==> config.mk <==
export PLATFORM = sky130hd
export DESIGN_NAME = battery_charge_supervisor_unit_flat
export DESIGN_NICKNAME = d
export VERILOG_FILES = /design/src/rtl/bcs_pkg.sv /design/src/rtl/bcs_if.sv /design/src/rtl/bcs_div.sv /design/src/rtl/bcs_dp.sv /design/src/rtl/bcs_ctrl.sv /design/src/rtl/battery_charge_supervisor_unit.sv /design/src/flat_wrapper.sv
export SDC_FILE = /design/constraint.sdc
export NUM_CORES = 2
export LEC_CHECK = 0
export ABC_AREA = 1
export BUFFER_PORTS_ARGS = -buffer_cell sky130_fd_sc_hd__buf_2
export CAP_MARGIN = 10
export CORE_ASPECT_RATIO = 0.7
export CORE_MARGIN = 2
export CORE_UTILIZATION = 51
export DETAILED_ROUTE_END_ITERATION = 7
export PLACE_DENSITY = 0.68
export SYNTH_ARGS = -nofsm -noshare
export SYNTH_HDL_FRONTEND = slang
export SYNTH_SLANG_ARGS = --single-unit
export TNS_END_PERCENT = 30
==> constraint.sdc <==
create_clock -name clk -period 12.61 [get_ports clk]
set_input_delay 3.1525 -clock clk [delete_from_list [all_inputs] [get_ports clk]]
set_output_delay 3.1525 -clock clk [all_outputs]
set_load 0.01 [all_outputs]
==> src/rtl/bcs_pkg.sv <==
// ----------------------------------------------------------------------------
// Battery charge supervisor package
// Shared types, codes and constants of the supervisor block.
// ----------------------------------------------------------------------------
package bcs_pkg;

  localparam int AVG_LEN       = 64;
  localparam int AVG_SCALE_LOG = 6;
  localparam int UV_PER_MV     = 1000;
  localparam int FILL_W        = $clog2(AVG_LEN + 1);
  localparam int DIV_W         = 40;
  localparam int DSR_W         = 16;

  localparam logic [DSR_W-1:0] MV_DIVISOR = DSR_W'(UV_PER_MV << AVG_SCALE_LOG);

  localparam logic [15:0] FULL_MV      = 16'd4200;
  localparam logic [15:0] USB_ONLY_MV  = 16'd4400;
  localparam logic [15:0] OVER_MARGIN  = 16'd50;
  localparam logic [6:0]  STARTUP_HOLD = 7'd30;
  localparam logic [6:0]  FULL_HOLD    = 7'd125;
  localparam logic [6:0]  USB_HOLD     = 7'd60;
  localparam logic [6:0]  FAIL_BEEPS   = 7'd10;
  localparam logic [15:0] TIMEOUT_MV   = 16'hFFFF;
  localparam logic [15:0] MAX_MV       = 16'hFFFE;

  typedef enum logic [3:0] {
    M_IDLE        = 4'd0,
    M_STARTUP     = 4'd1,
    M_MEASURING   = 4'd2,
    M_CHARGING    = 4'd3,
    M_DISCHARGING = 4'd4,
    M_WARNING     = 4'd5,
    M_FULL        = 4'd6,
    M_DEPLETED    = 4'd7,
    M_USB         = 4'd8,
    M_OVERFULL    = 4'd9,
    M_FAIL        = 4'd10
  } mode_t;

  typedef enum logic [1:0] {
    OP_TICK     = 2'd0,
    OP_EXTEND   = 2'd1,
    OP_CLEAR    = 2'd2,
    OP_RESERVED = 2'd3
  } op_t;

  typedef enum logic [1:0] {
    BEEP_NONE     = 2'd0,
    BEEP_SHUTDOWN = 2'd1,
    BEEP_FAIL     = 2'd2,
    BEEP_ALARM    = 2'd3
  } beep_t;

  typedef enum logic [2:0] {
    CFG_UV_PER_UNIT = 3'd0,
    CFG_STOP_CHARGE = 3'd1,
    CFG_DEPLETED    = 3'd2,
    CFG_LOW_WARNING = 3'd3,
    CFG_MARGIN      = 3'd4
  } cfg_idx_t;

  typedef enum logic [2:0] {
    C_IDLE,
    C_MUL,
    C_PROD,
    C_START,
    C_DIV1,
    C_DIV2,
    C_COMMIT
  } ctrl_state_t;

  typedef struct packed {
    logic [1:0]  operation;
    logic        adc_ready;
    logic [9:0]  sample_a;
    logic [9:0]  sample_b;
    logic [9:0]  sample_c;
    logic [15:0] activity_seconds;
  } in_item_t;

  typedef struct packed {
    logic [3:0]  supervisor_state;
    logic [15:0] filtered_mv;
    logic        relay_drive;
    logic        led_lit;
    logic [1:0]  beep_code;
    logic        alarm_drive;
    logic        restart_adc;
    logic        low_battery;
    logic [15:0] activity_left;
  } out_item_t;

  typedef struct packed {
    logic accept;
    logic mul;
    logic prod;
    logic div1_start;
    logic div2_start;
    logic mv_load;
    logic commit;
  } dp_cmd_t;

  typedef struct packed {
    logic sample_go;
    logic div_done;
    logic out_free;
  } dp_stat_t;

endpackage

==> src/rtl/bcs_if.sv <==
// ----------------------------------------------------------------------------
// Supervisor channel interfaces
// Input and result channels with valid/ready handshake.
// ----------------------------------------------------------------------------
interface bcs_in_if;
  logic        valid;
  logic        ready;
  logic [1:0]  operation;
  logic        adc_ready;
  logic [9:0]  sample_a;
  logic [9:0]  sample_b;
  logic [9:0]  sample_c;
  logic [15:0] activity_seconds;

  modport source (output valid, operation, adc_ready, sample_a, sample_b, sample_c,
                  activity_seconds, input ready);
  modport sink (input valid, operation, adc_ready, sample_a, sample_b, sample_c,
                activity_seconds, output ready);
endinterface

interface bcs_out_if;
  logic        valid;
  logic        ready;
  logic [3:0]  supervisor_state;
  logic [15:0] filtered_mv;
  logic        relay_drive;
  logic        led_lit;
  logic [1:0]  beep_code;
  logic        alarm_drive;
  logic        restart_adc;
  logic        low_battery;
  logic [15:0] activity_left;

  modport source (output valid, supervisor_state, filtered_mv, relay_drive, led_lit, beep_code,
                  alarm_drive, restart_adc, low_battery, activity_left, input ready);
  modport sink (input valid, supervisor_state, filtered_mv, relay_drive, led_lit, beep_code,
                alarm_drive, restart_adc, low_battery, activity_left, output ready);
endinterface

==> src/rtl/bcs_div.sv <==
// ----------------------------------------------------------------------------
// Supervisor divider
// Restoring unsigned divider, two quotient bits per cycle.
// ----------------------------------------------------------------------------
module bcs_div
  import bcs_pkg::*;
(
  input  logic             clk,
  input  logic             rst,
  input  logic             start,
  input  logic [DIV_W-1:0] dividend,
  input  logic [DSR_W-1:0] divisor,
  output logic             done,
  output logic [DIV_W-1:0] quotient
);

  localparam int STEPS = DIV_W / 2;
  localparam int CNT_W = $clog2(STEPS);

  logic             busy;
  logic [CNT_W-1:0] cnt;
  logic [DSR_W-1:0] rem;
  logic [DSR_W-1:0] dsr;
  logic [DIV_W-1:0] dq;
  logic [DSR_W-1:0] rem_mid, rem_next;
  logic [DIV_W-1:0] dq_next;

  function automatic logic [DSR_W:0] div_step(input logic [DSR_W-1:0] r, input logic b,
                                              input logic [DSR_W-1:0] d);
    logic [DSR_W:0] r1;
    r1 = {r, b};
    if (r1 >= {1'b0, d}) begin
      div_step = {DSR_W'(r1 - {1'b0, d}), 1'b1};
    end else begin
      div_step = {r1[DSR_W-1:0], 1'b0};
    end
  endfunction

  always_comb begin
    logic [DSR_W:0] s1, s2;
    s1 = div_step(rem, dq[DIV_W-1], dsr);
    rem_mid = s1[DSR_W:1];
    s2 = div_step(rem_mid, dq[DIV_W-2], dsr);
    rem_next = s2[DSR_W:1];
    dq_next = {dq[DIV_W-3:0], s1[0], s2[0]};
  end

  always_ff @(posedge clk) begin
    if (rst) begin
      busy <= 1'b0;
      done <= 1'b0;
      cnt  <= '0;
    end else begin
      done <= 1'b0;
      if (start) begin
        busy <= 1'b1;
        cnt  <= '0;
      end else if (busy) begin
        cnt <= cnt + 1'b1;
        if (cnt == CNT_W'(STEPS - 1)) begin
          busy <= 1'b0;
          done <= 1'b1;
        end
      end
    end
  end

  always_ff @(posedge clk) begin
    if (start) begin
      dq  <= dividend;
      rem <= '0;
      dsr <= divisor;
    end else if (busy) begin
      dq  <= dq_next;
      rem <= rem_next;
    end
  end

  assign quotient = dq;

endmodule

==> src/rtl/bcs_dp.sv <==
// ----------------------------------------------------------------------------
// Supervisor datapath
// Registers, sample filter arithmetic, supervisor decisions and result word.
// ----------------------------------------------------------------------------
module bcs_dp
  import bcs_pkg::*;
(
  input  logic        clk,
  input  logic        rst,
  input  logic        cfg_we,
  input  logic [2:0]  cfg_index,
  input  logic [15:0] cfg_data,
  input  in_item_t    in_item,
  input  logic        out_ready,
  output logic        out_valid,
  output out_item_t   out_item,
  input  dp_cmd_t     cmd,
  output dp_stat_t    stat
);

  logic [15:0] uv_per_unit, stop_mv, depleted_mv, warn_mv;
  logic [9:0]  margin;

  in_item_t    item;
  logic        arith_q;
  mode_t       mode;
  logic [6:0]  hold;
  logic [15:0] meas, rep, act;
  logic        led, relay;
  logic [33:0] avg;
  logic [FILL_W-1:0] fill, fill_new;
  logic [25:0] uv;
  logic [DIV_W-1:0] prod;
  logic [17:0] mv_q;

  logic             div_start, div_done;
  logic [DIV_W-1:0] div_dividend, div_quo;
  logic [DSR_W-1:0] div_divisor;

  // Configuration registers
  always_ff @(posedge clk) begin
    if (rst) begin
      uv_per_unit <= 16'd5825;
      stop_mv     <= 16'd4150;
      depleted_mv <= 16'd3050;
      warn_mv     <= 16'd3500;
      margin      <= 10'd20;
    end else if (cfg_we) begin
      case (cfg_index)
        CFG_UV_PER_UNIT: uv_per_unit <= cfg_data;
        CFG_STOP_CHARGE: stop_mv     <= cfg_data;
        CFG_DEPLETED:    depleted_mv <= cfg_data;
        CFG_LOW_WARNING: warn_mv     <= cfg_data;
        CFG_MARGIN:      margin      <= cfg_data[9:0];
        default: ;
      endcase
    end
  end

  logic in_sampling, sampling;
  assign in_sampling = (mode >= M_STARTUP) && (mode <= M_OVERFULL);
  assign sampling    = in_sampling;
  assign stat.sample_go = (in_item.operation == OP_TICK) && in_item.adc_ready && in_sampling;

  logic [9:0] med;
  always_comb begin
    logic [9:0] lo, hi, m2;
    lo  = (item.sample_a < item.sample_b) ? item.sample_a : item.sample_b;
    hi  = (item.sample_a > item.sample_b) ? item.sample_a : item.sample_b;
    m2  = (hi < item.sample_c) ? hi : item.sample_c;
    med = (lo > m2) ? lo : m2;
  end

  // Arithmetic pipeline of the average: two products, then two divisions.
  always_ff @(posedge clk) begin
    if (cmd.accept) begin
      item    <= in_item;
      arith_q <= stat.sample_go;
    end
    if (cmd.mul) begin
      uv       <= 26'(med * uv_per_unit);
      fill_new <= (fill < FILL_W'(AVG_LEN)) ? fill + 1'b1 : fill;
    end
    if (cmd.prod) begin
      prod <= DIV_W'(avg * (FILL_W-1)'(fill_new - 1'b1));
    end
    if (cmd.mv_load) begin
      mv_q <= div_quo[17:0];
    end
  end

  assign div_start    = cmd.div1_start | cmd.div2_start;
  assign div_dividend = cmd.div1_start ? prod + {8'b0, uv, {AVG_SCALE_LOG{1'b0}}}
                                       : {6'b0, div_quo[33:0]};
  assign div_divisor  = cmd.div1_start ? DSR_W'(fill_new) : MV_DIVISOR;

  bcs_div u_div (
    .clk      (clk),
    .rst      (rst),
    .start    (div_start),
    .dividend (div_dividend),
    .divisor  (div_divisor),
    .done     (div_done),
    .quotient (div_quo)
  );
  assign stat.div_done = div_done;

  // Supervisor decisions
  logic [15:0] mv_sat, meas_tick;
  logic        timeout, charged, rising, falling;
  assign mv_sat    = (mv_q > 18'(MAX_MV)) ? MAX_MV : mv_q[15:0];
  assign meas_tick = !sampling ? meas : (arith_q ? mv_sat : TIMEOUT_MV);
  assign timeout   = meas_tick == TIMEOUT_MV;
  assign charged   = (meas_tick > FULL_MV) || (meas_tick > stop_mv);
  assign rising    = {1'b0, meas_tick} > {1'b0, rep} + {7'b0, margin};
  assign falling   = {1'b0, meas_tick} + {7'b0, margin} < {1'b0, rep};

  mode_t       mode_next;
  logic [6:0]  hold_next;
  logic [15:0] meas_next, rep_next, act_next;
  logic        led_next, relay_next, alarm_next, restart_next;
  beep_t       beep_next;

  always_comb begin
    mode_next = mode;  hold_next = hold;  meas_next = meas;  rep_next = rep;
    led_next = led;  relay_next = relay;  act_next = act;
    beep_next = BEEP_NONE;  alarm_next = 1'b0;  restart_next = 1'b0;
    case (item.operation)
      OP_TICK: begin
        meas_next    = meas_tick;
        restart_next = sampling && arith_q;
        case (mode)
          M_IDLE: begin
            relay_next = 1'b1; led_next = 1'b1; restart_next = 1'b1;
            hold_next = '0; mode_next = M_STARTUP;
          end
          M_STARTUP: begin
            if (timeout) begin
              beep_next = BEEP_FAIL; rep_next = meas_tick; led_next = 1'b1;
              mode_next = M_FAIL; hold_next = '0;
            end else if (hold < STARTUP_HOLD) begin
              hold_next = hold + 1'b1;
            end else begin
              rep_next = meas_tick; led_next = 1'b0; mode_next = M_MEASURING;
              relay_next = 1'b1; hold_next = '0;
            end
          end
          M_MEASURING, M_CHARGING, M_DISCHARGING, M_WARNING: begin
            if (mode == M_WARNING) led_next = !led;
            else if (mode != M_DISCHARGING) led_next = 1'b0;
            if (timeout) begin
              beep_next = BEEP_FAIL; rep_next = meas_tick; led_next = 1'b1;
              mode_next = M_FAIL; hold_next = '0;
            end else if (charged) begin
              rep_next = meas_tick; led_next = 1'b0; mode_next = M_FULL;
              relay_next = 1'b0; hold_next = '0;
            end else if (mode == M_MEASURING) begin
              if (rising) begin
                rep_next = meas_tick; led_next = 1'b0; mode_next = M_CHARGING;
              end else if (falling) begin
                rep_next = meas_tick; led_next = 1'b0; mode_next = M_DISCHARGING;
              end
            end else if (mode == M_CHARGING) begin
              if (falling) begin
                rep_next = meas_tick; led_next = 1'b0; mode_next = M_MEASURING;
                relay_next = 1'b1; hold_next = '0;
              end else if (rising) begin
                rep_next = meas_tick;
              end
            end else if ((mode == M_DISCHARGING) && (meas_tick < warn_mv)) begin
              rep_next = meas_tick; led_next = 1'b1; mode_next = M_WARNING;
            end else if ((mode == M_WARNING) && (meas_tick < depleted_mv)) begin
              beep_next = BEEP_SHUTDOWN; rep_next = meas_tick; led_next = 1'b1;
              mode_next = M_DEPLETED; relay_next = 1'b0; hold_next = '0;
            end else if (act == 16'd0) begin
              beep_next = BEEP_SHUTDOWN; rep_next = meas_tick; led_next = 1'b0;
              mode_next = M_DEPLETED; relay_next = 1'b0; hold_next = '0;
            end else if (rising) begin
              rep_next = meas_tick; led_next = 1'b0; mode_next = M_MEASURING;
              relay_next = 1'b1; hold_next = '0;
            end else if ((mode == M_DISCHARGING) && falling) begin
              rep_next = meas_tick;
            end
          end
          M_FULL: begin
            relay_next = 1'b0;
            if (timeout) begin
              beep_next = BEEP_FAIL; rep_next = meas_tick; led_next = 1'b1;
              mode_next = M_FAIL; hold_next = '0;
            end else if (meas_tick > USB_ONLY_MV) begin
              rep_next = meas_tick; led_next = 1'b0; mode_next = M_USB; hold_next = USB_HOLD;
            end else if (hold < FULL_HOLD) begin
              hold_next = hold + 1'b1;
            end else if ({1'b0, meas_tick} > {1'b0, rep} + {1'b0, OVER_MARGIN}) begin
              rep_next = meas_tick; led_next = 1'b1; mode_next = M_OVERFULL;
            end
          end
          M_DEPLETED, M_USB: begin
            if (mode == M_DEPLETED) led_next = !led;
            relay_next = 1'b0;
            if (timeout) begin
              beep_next = BEEP_FAIL; rep_next = meas_tick; led_next = 1'b1;
              mode_next = M_FAIL; hold_next = '0;
            end
          end
          M_OVERFULL: begin
            relay_next = 1'b0; rep_next = meas_tick;
            beep_next = BEEP_ALARM; alarm_next = 1'b1; led_next = !led;
          end
          default: begin
            led_next = !led; relay_next = 1'b0;
            if (hold < FAIL_BEEPS) begin
              beep_next = BEEP_FAIL; hold_next = hold + 1'b1;
            end else begin
              rep_next = meas; led_next = 1'b1; restart_next = 1'b1; mode_next = M_IDLE;
            end
          end
        endcase
        if (act != 16'd0) act_next = act - 1'b1;
      end
      OP_EXTEND: begin
        if (act < item.activity_seconds) act_next = item.activity_seconds;
      end
      OP_CLEAR: act_next = 16'd0;
      default: ;
    endcase
  end

  always_ff @(posedge clk) begin
    if (rst) begin
      mode  <= M_IDLE;
      hold  <= '0;
      meas  <= '0;
      rep   <= '0;
      avg   <= '0;
      fill  <= '0;
      act   <= '0;
      led   <= 1'b0;
      relay <= 1'b1;
    end else begin
      if (cmd.div2_start) begin
        avg  <= div_quo[33:0];
        fill <= fill_new;
      end
      if (cmd.commit) begin
        mode  <= mode_next;
        hold  <= hold_next;
        meas  <= meas_next;
        rep   <= rep_next;
        act   <= act_next;
        led   <= led_next;
        relay <= relay_next;
      end
    end
  end

  // Result register: holds a finished word while the next item is taken in.
  always_ff @(posedge clk) begin
    if (rst) begin
      out_valid <= 1'b0;
    end else if (cmd.commit) begin
      out_valid <= 1'b1;
    end else if (out_ready) begin
      out_valid <= 1'b0;
    end
  end

  always_ff @(posedge clk) begin
    if (cmd.commit) begin
      out_item.supervisor_state <= mode_next;
      out_item.filtered_mv      <= meas_next;
      out_item.relay_drive      <= relay_next;
      out_item.led_lit          <= led_next;
      out_item.beep_code        <= beep_next;
      out_item.alarm_drive      <= alarm_next;
      out_item.restart_adc      <= restart_next;
      out_item.low_battery      <= mode_next == M_WARNING;
      out_item.activity_left    <= act_next;
    end
  end

  assign stat.out_free = !out_valid || out_ready;

  a_commit_free : assert property (@(posedge clk) disable iff (rst)
    cmd.commit |-> (!out_valid || out_ready)) else $error("result word overwritten");
  a_commit_valid : assert property (@(posedge clk) disable iff (rst)
    cmd.commit |=> out_valid) else $error("committed word not presented");
  a_fill_bound : assert property (@(posedge clk) disable iff (rst)
    fill <= FILL_W'(AVG_LEN)) else $error("average fill count overrun");
  a_no_false_timeout : assert property (@(posedge clk) disable iff (rst)
    (cmd.commit && arith_q && (item.operation == OP_TICK)) |=> (meas != TIMEOUT_MV))
    else $error("converted sample reads as timeout");

endmodule

==> src/rtl/bcs_ctrl.sv <==
// ----------------------------------------------------------------------------
// Supervisor controller
// Sequences acceptance, multiplications, divisions and commit of one word.
// ----------------------------------------------------------------------------
module bcs_ctrl
  import bcs_pkg::*;
(
  input  logic     clk,
  input  logic     rst,
  input  logic     in_valid,
  output logic     in_ready,
  input  dp_stat_t stat,
  output dp_cmd_t  cmd
);

  ctrl_state_t state, state_next;

  always_ff @(posedge clk) begin
    if (rst) begin
      state <= C_IDLE;
    end else begin
      state <= state_next;
    end
  end

  always_comb begin
    state_next = state;
    cmd        = '0;
    in_ready   = 1'b0;
    case (state)
      C_IDLE: begin
        in_ready = 1'b1;
        if (in_valid) begin
          cmd.accept = 1'b1;
          state_next = stat.sample_go ? C_MUL : C_COMMIT;
        end
      end
      C_MUL: begin
        cmd.mul    = 1'b1;
        state_next = C_PROD;
      end
      C_PROD: begin
        cmd.prod   = 1'b1;
        state_next = C_START;
      end
      C_START: begin
        cmd.div1_start = 1'b1;
        state_next     = C_DIV1;
      end
      C_DIV1: begin
        if (stat.div_done) begin
          cmd.div2_start = 1'b1;
          state_next     = C_DIV2;
        end
      end
      C_DIV2: begin
        if (stat.div_done) begin
          cmd.mv_load = 1'b1;
          state_next  = C_COMMIT;
        end
      end
      C_COMMIT: begin
        if (stat.out_free) begin
          cmd.commit = 1'b1;
          state_next = C_IDLE;
        end
      end
      default: state_next = C_IDLE;
    endcase
  end

  a_one_start : assert property (@(posedge clk) disable iff (rst)
    !(cmd.div1_start && cmd.div2_start)) else $error("two divisions started at once");
  a_accept_idle : assert property (@(posedge clk) disable iff (rst)
    cmd.accept |-> $past(cmd.commit) || (state == C_IDLE)) else $error("word taken while busy");
  a_commit_done : assert property (@(posedge clk) disable iff (rst)
    cmd.commit |=> (state == C_IDLE)) else $error("controller did not return to idle");

endmodule

==> src/rtl/battery_charge_supervisor_unit.sv <==
// ----------------------------------------------------------------------------
// Battery charge supervisor
// Lithium battery supervisor: median, average, state machine and timers.
// ----------------------------------------------------------------------------
//  channel     dir   handshake     word
//  item_in     in    valid/ready   operation, adc_ready, three samples, seconds
//  result_out  out   valid/ready   state, millivolts, drives, activity left
//  cfg         in    cfg_we        cfg_index selects register, cfg_data value
//
// A tick with a converted sample passes, after acceptance, the multiply states C_MUL and
// C_PROD, a start state, two passes of the shared two-bit-per-cycle divider (20 steps
// each) and a commit state that waits for a free result register. Other words go from
// acceptance straight to the commit state; after a commit the next word can be taken.
// Reset is synchronous; it clears the filter, timers and state machine.
// A stalled result is held in its register while the next word is accepted.
// ----------------------------------------------------------------------------
module battery_charge_supervisor_unit
  import bcs_pkg::*;
(
  input  logic         clk,
  input  logic         rst,
  input  logic         cfg_we,
  input  logic [2:0]   cfg_index,
  input  logic [15:0]  cfg_data,
  bcs_in_if.sink       item_in,
  bcs_out_if.source    result_out
);

  in_item_t  in_item;
  out_item_t out_item;
  dp_cmd_t   cmd;
  dp_stat_t  stat;
  logic      out_valid;

  assign in_item.operation        = item_in.operation;
  assign in_item.adc_ready        = item_in.adc_ready;
  assign in_item.sample_a         = item_in.sample_a;
  assign in_item.sample_b         = item_in.sample_b;
  assign in_item.sample_c         = item_in.sample_c;
  assign in_item.activity_seconds = item_in.activity_seconds;

  bcs_ctrl u_ctrl (
    .clk      (clk),
    .rst      (rst),
    .in_valid (item_in.valid),
    .in_ready (item_in.ready),
    .stat     (stat),
    .cmd      (cmd)
  );

  bcs_dp u_dp (
    .clk       (clk),
    .rst       (rst),
    .cfg_we    (cfg_we),
    .cfg_index (cfg_index),
    .cfg_data  (cfg_data),
    .in_item   (in_item),
    .out_ready (result_out.ready),
    .out_valid (out_valid),
    .out_item  (out_item),
    .cmd       (cmd),
    .stat      (stat)
  );

  assign result_out.valid            = out_valid;
  assign result_out.supervisor_state = out_item.supervisor_state;
  assign result_out.filtered_mv      = out_item.filtered_mv;
  assign result_out.relay_drive      = out_item.relay_drive;
  assign result_out.led_lit          = out_item.led_lit;
  assign result_out.beep_code        = out_item.beep_code;
  assign result_out.alarm_drive      = out_item.alarm_drive;
  assign result_out.restart_adc      = out_item.restart_adc;
  assign result_out.low_battery      = out_item.low_battery;
  assign result_out.activity_left    = out_item.activity_left;

endmodule

==> src/flat_wrapper.sv <==
// flat-port wrapper written by rule: the top's interface ports become plain ports
module battery_charge_supervisor_unit_flat import bcs_pkg::*;
  (clk, rst, cfg_we, cfg_index, cfg_data, item_in_valid, item_in_operation, item_in_adc_ready, item_in_sample_a, item_in_sample_b, item_in_sample_c, item_in_activity_seconds, item_in_ready, result_out_valid, result_out_supervisor_state, result_out_filtered_mv, result_out_relay_drive, result_out_led_lit, result_out_beep_code, result_out_alarm_drive, result_out_restart_adc, result_out_low_battery, result_out_activity_left, result_out_ready);
  bcs_in_if item_in_i ();
  bcs_out_if result_out_i ();
  input  logic clk;
  input  logic rst;
  input  logic cfg_we;
  input  logic [2:0] cfg_index;
  input  logic [15:0] cfg_data;
  input wire logic [$bits(item_in_i.valid)-1:0] item_in_valid;
  input wire logic [$bits(item_in_i.operation)-1:0] item_in_operation;
  input wire logic [$bits(item_in_i.adc_ready)-1:0] item_in_adc_ready;
  input wire logic [$bits(item_in_i.sample_a)-1:0] item_in_sample_a;
  input wire logic [$bits(item_in_i.sample_b)-1:0] item_in_sample_b;
  input wire logic [$bits(item_in_i.sample_c)-1:0] item_in_sample_c;
  input wire logic [$bits(item_in_i.activity_seconds)-1:0] item_in_activity_seconds;
  output wire logic [$bits(item_in_i.ready)-1:0] item_in_ready;
  output wire logic [$bits(result_out_i.valid)-1:0] result_out_valid;
  output wire logic [$bits(result_out_i.supervisor_state)-1:0] result_out_supervisor_state;
  output wire logic [$bits(result_out_i.filtered_mv)-1:0] result_out_filtered_mv;
  output wire logic [$bits(result_out_i.relay_drive)-1:0] result_out_relay_drive;
  output wire logic [$bits(result_out_i.led_lit)-1:0] result_out_led_lit;
  output wire logic [$bits(result_out_i.beep_code)-1:0] result_out_beep_code;
  output wire logic [$bits(result_out_i.alarm_drive)-1:0] result_out_alarm_drive;
  output wire logic [$bits(result_out_i.restart_adc)-1:0] result_out_restart_adc;
  output wire logic [$bits(result_out_i.low_battery)-1:0] result_out_low_battery;
  output wire logic [$bits(result_out_i.activity_left)-1:0] result_out_activity_left;
  input wire logic [$bits(result_out_i.ready)-1:0] result_out_ready;
  assign item_in_i.valid = item_in_valid;
  assign item_in_i.operation = item_in_operation;
  assign item_in_i.adc_ready = item_in_adc_ready;
  assign item_in_i.sample_a = item_in_sample_a;
  assign item_in_i.sample_b = item_in_sample_b;
  assign item_in_i.sample_c = item_in_sample_c;
  assign item_in_i.activity_seconds = item_in_activity_seconds;
  assign item_in_ready = item_in_i.ready;
  assign result_out_valid = result_out_i.valid;
  assign result_out_supervisor_state = result_out_i.supervisor_state;
  assign result_out_filtered_mv = result_out_i.filtered_mv;
  assign result_out_relay_drive = result_out_i.relay_drive;
  assign result_out_led_lit = result_out_i.led_lit;
  assign result_out_beep_code = result_out_i.beep_code;
  assign result_out_alarm_drive = result_out_i.alarm_drive;
  assign result_out_restart_adc = result_out_i.restart_adc;
  assign result_out_low_battery = result_out_i.low_battery;
  assign result_out_activity_left = result_out_i.activity_left;
  assign result_out_i.ready = result_out_ready;
  battery_charge_supervisor_unit u_core (.clk(clk), .rst(rst), .cfg_we(cfg_we), .cfg_index(cfg_index), .cfg_data(cfg_data), .item_in(item_in_i), .result_out(result_out_i));
endmodule
==> out/results.ini <==
[grt]
grt_overflow=0
grt_max_degree=103
grt_pass1_wl_um=156000
grt_pass1_vias=28600
antenna_found_initial=0
grt_use_total=0.269

[cells_and_area]
mostFrequentLayoutCell=nand2_1
syn_to_final_growth_pct=8.48
diodes=0
nets=5248
final_cell_mix=nand2_1 (1006), inv_1 (705), nor2_1 (368), a21oi_1 (347), ha_1 (324)
drive_gt1_frac=0.0657

[critical_path]
arrival_ns=11.44
crit_slowest_cell=fa_1
worstPathRequired_ns=12.95
startpoint_type=flip-flop
reg2reg_setup_slack_ns=1.50
crit_top_cell=nand2_1
crit_path_end_kind=flip-flop
critical_path_class=flip-flop to flip-flop
crit_fanout=21
slowest_delay_ns=0.56

[sta]
setup_viol=0
fmax_mhz=90.0
rsz0062_at_grt=false
finalCritPeriodShare=0.881
worst_pin_slew_ns=1.18
relSlewSlack=0.212
fin_crit_ns=11.11
finalHoldViolations=0
setup_tns_ns=0
slew_violations=0
fin_skew_ns=0.0354

[synth]
avgSynthCellArea_um2=7.97
synth.net_count=5181
yosysSeqAreaShare=0.304
synthArstFlopShare=0
syn_area_um2=36200
netlist_instances=4540
yosys_most_used_dff=edfxtp_1
synth.distinct_cells=61
synth_seq_cells=434
synth_edf_count=231
synth_warnings=0

[route]
drtAntennaViolNets=0
routed_wl_um=96500
drt_first_pass_iters=6
drt_iter0_markers=2820
drc_errors=0
vias=30400
post_drt_wl_per_cell_um=17.2
viasPerCell=5.44

[floorplan]
initial_core_util=0.517
die-area_um2=73100
pin_count=118
die_y_um=227
rows=81
dieWidth_um=322
core-area_um2=70000

[worst_hold_path]
hold_class=flip-flop to flip-flop

[run_status]
status=complete, no violations

[clock_tree]
clockRootBuffer=clkbuf_16
cts_buffers=47
cts_max_level=2
hold_buffers=0
clkTransAtPathRegs_ns=0.06
clk_latency_ns=0.62
cts_tree=yes
post_cts_resized=0
clockBufferDepth=3
cts_setup_buffers=0
numClockSinks=434

[placed_design]
gp_congestion=0.934
dp_hpwl_um=74200
numPortBuffers=117

[flow_run]
cap_viol_max_count=0

==> cell usage after synthesis (44+ instances only) <==
cell type	number	area share
nor2_1	372	0.039
clkbuf_1	99	0.010
nor3_1	48	0.0066
fa_1	244	0.14
o211ai_1	44	0.0091
nand2_1	1008	0.10
nand3_1	187	0.026
edfxtp_1	231	0.19
o21ai_0	285	0.039
xor2_1	105	0.025
ha_1	324	0.11
inv_1	707	0.073
a21oi_1	347	0.048
dfxtp_1	203	0.11
==> critical path, delay by kind of cell, from the launching register on <==
| family | cells | cell delay [ns] |
|---|---|---|
| adders and majority gates | 9 | 3.78 |
| AOI/OAI and AO/OA | 15 | 3.04 |
| and+or+nand+nor | 19 | 2.82 |
| buffers and inverters | 6 | 0.66 |
| DFF | 1 | 0.37 |
| xor gates and xnor gates | 1 | 0.14 |
==> per-layer routing <==
metal	vias up	GRT usage	part of all wire
met1	14400	0.423	0.50
met5	-	0	0
met3	93	0.0548	0.085
li1	15000	-	-
met4	0	0.0541	0.016
met2	980	0.374	0.40
==> stage by stage <==
| stage | std cells | hold WS (ns) | util | setup WS [ns] | area (um2) |
|---|---|---|---|---|---|
| after floorplan | 4540 | 0.427 | - | 3.09 | 36200 |
| after global placement | 5511 | 0.452 | 0.538 | 1.10 | 37700 |
| after detailed placement | 5511 | 0.453 | 0.538 | 0.842 | 37700 |
| after CTS | 5598 | 0.465 | 0.560 | 0.809 | 39200 |
| after global routing | 5599 | 0.487 | 0.560 | 0.338 | 39200 |
| final | 5599 | 0.461 | 0.560 | 1.50 | 39200 |
==> state kept, by name, indices dropped and copies added, names as in the netlist, 18 cells and up <==
name	count
u_core.u_dp.avg	34
u_core.u_dp.uv	26
u_core.u_dp.u_div.quotient	40
u_core.u_dp.mv_q	18
u_core.u_dp.item	48
u_core.u_dp.out_item	43
u_core.u_dp.prod	40
==> path summary, 6_finish.rpt <==
kind,start,end,cells past startpoint
worst min-delay path,u_core.u_dp.warn_mv[1],u_core.u_dp.warn_mv[1],2
worst max-delay path,u_core.u_dp.item[29],u_core.u_dp.uv[22],50
worst max register to register,u_core.u_dp.item[29],u_core.u_dp.uv[22],50
worst min register to register,u_core.u_dp.warn_mv[1],u_core.u_dp.warn_mv[1],2
==> final cells by class <==
cell class                 instances  area (um2)
fill                            6508       30800
timing repair buffer             145         793
multi-input combinational       3252       22000
sequential                       434       11000
clock inverter                    21         214
inverter                         727        2730
clock buffer                      66        1330
tap                              954        1190
==> kinds of logic (layout without fill, tap and decap cells) <==
| family | after synthesis | in the layout | share of synthesized area |
|---|---|---|---|
| AOI/OAI and AO/OA | 814 | 814 | 0.127 |
| buffers and inverters | 854 | 959 | 0.0901 |
| DFF | 434 | 434 | 0.304 |
| and+or+nand+nor | 1724 | 1724 | 0.196 |
| adders and majority gates | 568 | 568 | 0.247 |
| xor gates and xnor gates | 146 | 146 | 0.0353 |
Power is left out: the tool's default activity adds up to more than one toggle a clock period on the data nets, which glitch-free logic cannot reach.
